**src/sv/rvex_pkg.sv**
```systemverilog
// ----------------------------------------------------------------------------
// rvex_pkg
// opcodes, function codes and fault codes of the rv64i execute block
// ----------------------------------------------------------------------------
package rvex_pkg;

    localparam logic [6:0] OPC_REG    = 7'h33;
    localparam logic [6:0] OPC_IMM    = 7'h13;
    localparam logic [6:0] OPC_LOAD   = 7'h03;
    localparam logic [6:0] OPC_STORE  = 7'h23;
    localparam logic [6:0] OPC_BRANCH = 7'h63;
    localparam logic [6:0] OPC_JAL    = 7'h6F;
    localparam logic [6:0] OPC_JALR   = 7'h67;
    localparam logic [6:0] OPC_LUI    = 7'h37;
    localparam logic [6:0] OPC_AUIPC  = 7'h17;

    localparam logic [2:0] ALU_ADD  = 3'd0;
    localparam logic [2:0] ALU_SLL  = 3'd1;
    localparam logic [2:0] ALU_SLT  = 3'd2;
    localparam logic [2:0] ALU_SLTU = 3'd3;
    localparam logic [2:0] ALU_XOR  = 3'd4;
    localparam logic [2:0] ALU_SR   = 3'd5;
    localparam logic [2:0] ALU_OR   = 3'd6;
    localparam logic [2:0] ALU_AND  = 3'd7;

    localparam logic [2:0] BR_EQ  = 3'd0;
    localparam logic [2:0] BR_NE  = 3'd1;
    localparam logic [2:0] BR_LT  = 3'd4;
    localparam logic [2:0] BR_GE  = 3'd5;
    localparam logic [2:0] BR_LTU = 3'd6;
    localparam logic [2:0] BR_GEU = 3'd7;

    localparam logic [2:0] LD_LB = 3'd0;

    localparam logic [1:0] FC_NONE      = 2'd0;
    localparam logic [1:0] FC_ILLEGAL   = 2'd1;
    localparam logic [1:0] FC_LOAD_MIS  = 2'd2;
    localparam logic [1:0] FC_STORE_MIS = 2'd3;

    localparam logic [3:0] THREAD_COUNT_RESET = 4'd1;

    localparam logic [31:0] UPPER_MASK = 32'hFFFF_F000;

endpackage

```
**src/sv/rvex_alu.sv**
```systemverilog
// ----------------------------------------------------------------------------
// rvex_alu
// integer alu for the OP and OP-IMM groups
// ----------------------------------------------------------------------------
module rvex_alu
    import rvex_pkg::*;
(
    input  logic [2:0]  funct3,
    input  logic        alt,
    input  logic        is_reg,
    input  logic [63:0] a,
    input  logic [63:0] b,
    output logic [63:0] result
);

    logic [5:0] shamt;

    assign shamt = b[5:0];

    always_comb
    begin
        case (funct3)
            ALU_ADD:  result = (alt && is_reg) ? a - b : a + b;
            ALU_SLL:  result = a << shamt;
            ALU_SLT:  result = {63'd0, $signed(a) < $signed(b)};
            ALU_SLTU: result = {63'd0, a < b};
            ALU_XOR:  result = a ^ b;
            ALU_SR:   result = alt ? 64'($signed(a) >>> shamt) : a >> shamt;
            ALU_OR:   result = a | b;
            ALU_AND:  result = a & b;
            default:  result = a & b;
        endcase
    end

endmodule

```
**config.mk**
```make
export PLATFORM = sky130hd
export DESIGN_NAME = rvex_alu
export DESIGN_NICKNAME = d
export VERILOG_FILES = /design/src/sv/rvex_pkg.sv /design/src/sv/rvex_alu.sv
export SDC_FILE = /design/constraint.sdc
export NUM_CORES = 1
export LEC_CHECK = 0
export BUFFER_PORTS_ARGS = -buffer_cell sky130_fd_sc_hd__buf_2
export CAP_MARGIN = 40
export CORE_UTILIZATION = 30
export DETAILED_ROUTE_END_ITERATION = 8
export MAX_ROUTING_LAYER = met4
export PLACE_DENSITY = 0.48
export SETUP_SLACK_MARGIN = 0.02
export SYNTH_ARGS = -nofsm -noshare
export SYNTH_HDL_FRONTEND = slang
export SYNTH_SLANG_ARGS = --single-unit
```
**constraint.sdc**
```tcl
create_clock -name vclk -period 5.4
set_clock_uncertainty 0.1 [all_clocks]
set_input_delay 0.27 -clock vclk [all_inputs]
set_output_delay 0.27 -clock vclk [all_outputs]
set_load 0.01 [all_outputs]
```
==> results.yml <==
timing:
  rsz0062_at_grt: "false"
  slew_headroom_pct: 26.9
  worstMarginPinSlew_ns: 1.08
  finalSetupViolCount: 0
  fmax_mhz: 201
  drv_slew: 0
  tns_ns: 0
  period_needed_ns: 4.98
  finalHoldViolations: 0
  finalCritPeriodShare_pct: 92.3
layout:
  fin_area_um2: 20600
  fin_util_pct: 33.9
  fin_nets: 3347
  syn_to_final_growth_pct: 10.9
  clockBufferCount: 0
  nFlopsAndLatches: 0
  seqCellArea_um2: 0
  drive_above_1_share_pct: 13.2
  final_cells: 3804
global_route:
  grtUsageMet1_pct: 54.5
  grt_pass1_wl_um: 172000
  grt_usage_pct: 38.5
  grt_overflow: 0
  grt_use_met2_pct: 56.9
  grt_pass1_vias: 23000
  grt_max_degree: 190
  antenna_found_initial: 11
  grt_use_met3_pct: 6.51
  grt_busiest_layer: "met2"
die:
  die_width_um: 251
  pin_count: 197
  core.rowCount: 90
  core_um2: 60800
  fp.dieArea_um2: 62900
  die_h_um: 251
  initial_utilization_pct: 30.5
placed_design:
  io_buffers: 197
  dp_cells: 3799
  placed_area_um2: 20600
  place.gp.congestion: 1.08
  dp_hpwl_um: 101000
critical_path:
  crit_start: "a[13]"
  crit_family: "compound AO/OA/AOI/OAI gates"
  crit_type: "input port to output pin"
  cp.buffers_inverters: 3
  path_max_fanout: 10
  cp-start-kind: "input port"
  critPathSlowestCell: "or4_1"
  endpoint_kind: "output pin"
  crit_chain: "buf_2 -> inv_1 -> ha_1 -> or4_1 -> or2_1 -> or3_1 -> o21ba_1 -> o21ai_1 -> a21oi_2 -> a21oi_1 -> o41ai_1 -> a22oi_1 -> xnor2_1 -> a21oi_1 -> buf_2"
  worstPathRequired_ns: 5.03
  cpPeakStageDelay_ns: 0.64
  arrival_ns: 4.61
routing:
  drc: 0
  routedWlPerCell_um: 32.4
  dr.pass1.iters: 8
  via_per_inst: 6.45
  routed_wl_um: 123000
  vias: 24500
  initialDrtViolationCount: 3605
  ant_nets: 0
yosys:
  syn_avg_cell_area_um2: 6.32
  synth_top_area_share_pct: 13.2
  syn_area_um2: 18600
  synth.top_cells.by_area: "mux2i_1, ha_1, o21ai_0, a21oi_1, nor2_1"
  seq_area_frac_synth_pct: 0
  syn-instance-count: 2937
  yosysTopAreaCell: "mux2i_1"
  syn_nets: 3265
  synth_warnings: 0
  ys_types: 85
cts:
  cts_resized: 0
  post_cts_buffers: 0
  postCtsHoldBufs: 0
job:
  maxCapViolCount: 0
run_status:
  status: "complete, no violations"
min_path:
  holdCritStartpoint: "b[13]"
  hp-class: "input port to output pin"
==> layer usage <==
layer  vias up  share of wire (%)  wire (µm)
met4         0                2.3       2790
met2      1371                 43      52800
li1      10800                  -          -
met5         -                  0          0
met3       116                9.8      12100
met1     12300                 45      55700
==> final cells by class <==
cell class,count,area (µm²)
Antenna cell,5,12.5
Fill cell,6924,40200
Inverter,234,885
Multi-Input combinational cell,2476,16800
Tap cell,782,978
Timing Repair Buffer,307,1890
==> final timing paths <==
check	to	depth (start not counted)
setup / recovery	result[61]	15
hold / removal	result[13]	7
==> logic make-up after synthesis <==
| logic type | Yosys count | share of synthesized area (%) |
|---|---|---|
| simple gates | 853 | 20.4 |
| xor+xnor | 59 | 2.78 |
| buf+inv | 461 | 9.45 |
| mux | 303 | 18.7 |
| compound gates | 1066 | 35.4 |
| fa+ha+maj | 195 | 13.2 |
==> cells in the mapped netlist, types with 11 or more instances <==
cell type  number
a211oi_1       35
a21o_1         15
a21oi_1       314
a221oi_1       28
a222oi_1       11
a22oi_1        29
a31oi_1        26
and2_1         12
buf_1          51
buf_2          17
clkbuf_1      158
ha_1          193
inv_1         228
mux2_2         26
mux2i_1       244
mux4_2         33
nand2_1       209
nand2b_1       54
nand3_1        36
nand4_1        26
nor2_1        389
nor2b_1        13
nor3_1         34
nor4_1         28
o211ai_1       42
o21a_1         18
o21ai_0       335
o21ai_1        14
o21bai_1       29
o221ai_1       26
o22a_1         11
o22ai_1        17
o31ai_1        24
or2_2          11
or3_1          13
xnor2_1        52
==> through the flow <==
stage | setup slack, ns | hold WS (ns)
finish | 0.416 | 1.18
global route | 0.348 | 1.23
CTS | 0.581 | 1.18
detailed placement | 0.599 | 1.17
global placement | 0.643 | 1.20
floorplan | 0.534 | 0.769
==> cell usage in the layout (no fill, tap or decap), types with 24 or more instances in the layout <==
cell	count
buf_4	106
nand2b_1	54
xnor2_1	52
a31oi_1	26
nor4_1	28
ha_1	193
o31ai_1	24
mux2i_1	244
o21ai_0	335
buf_2	194
nand2_1	207
a221oi_1	28
a211oi_1	35
a22oi_1	29
nand3_1	36
inv_1	226
mux2_2	26
mux4_2	33
o21bai_1	29
nand4_1	26
nor3_1	33
o221ai_1	26
nor2_1	388
a21oi_1	314
o211ai_1	42
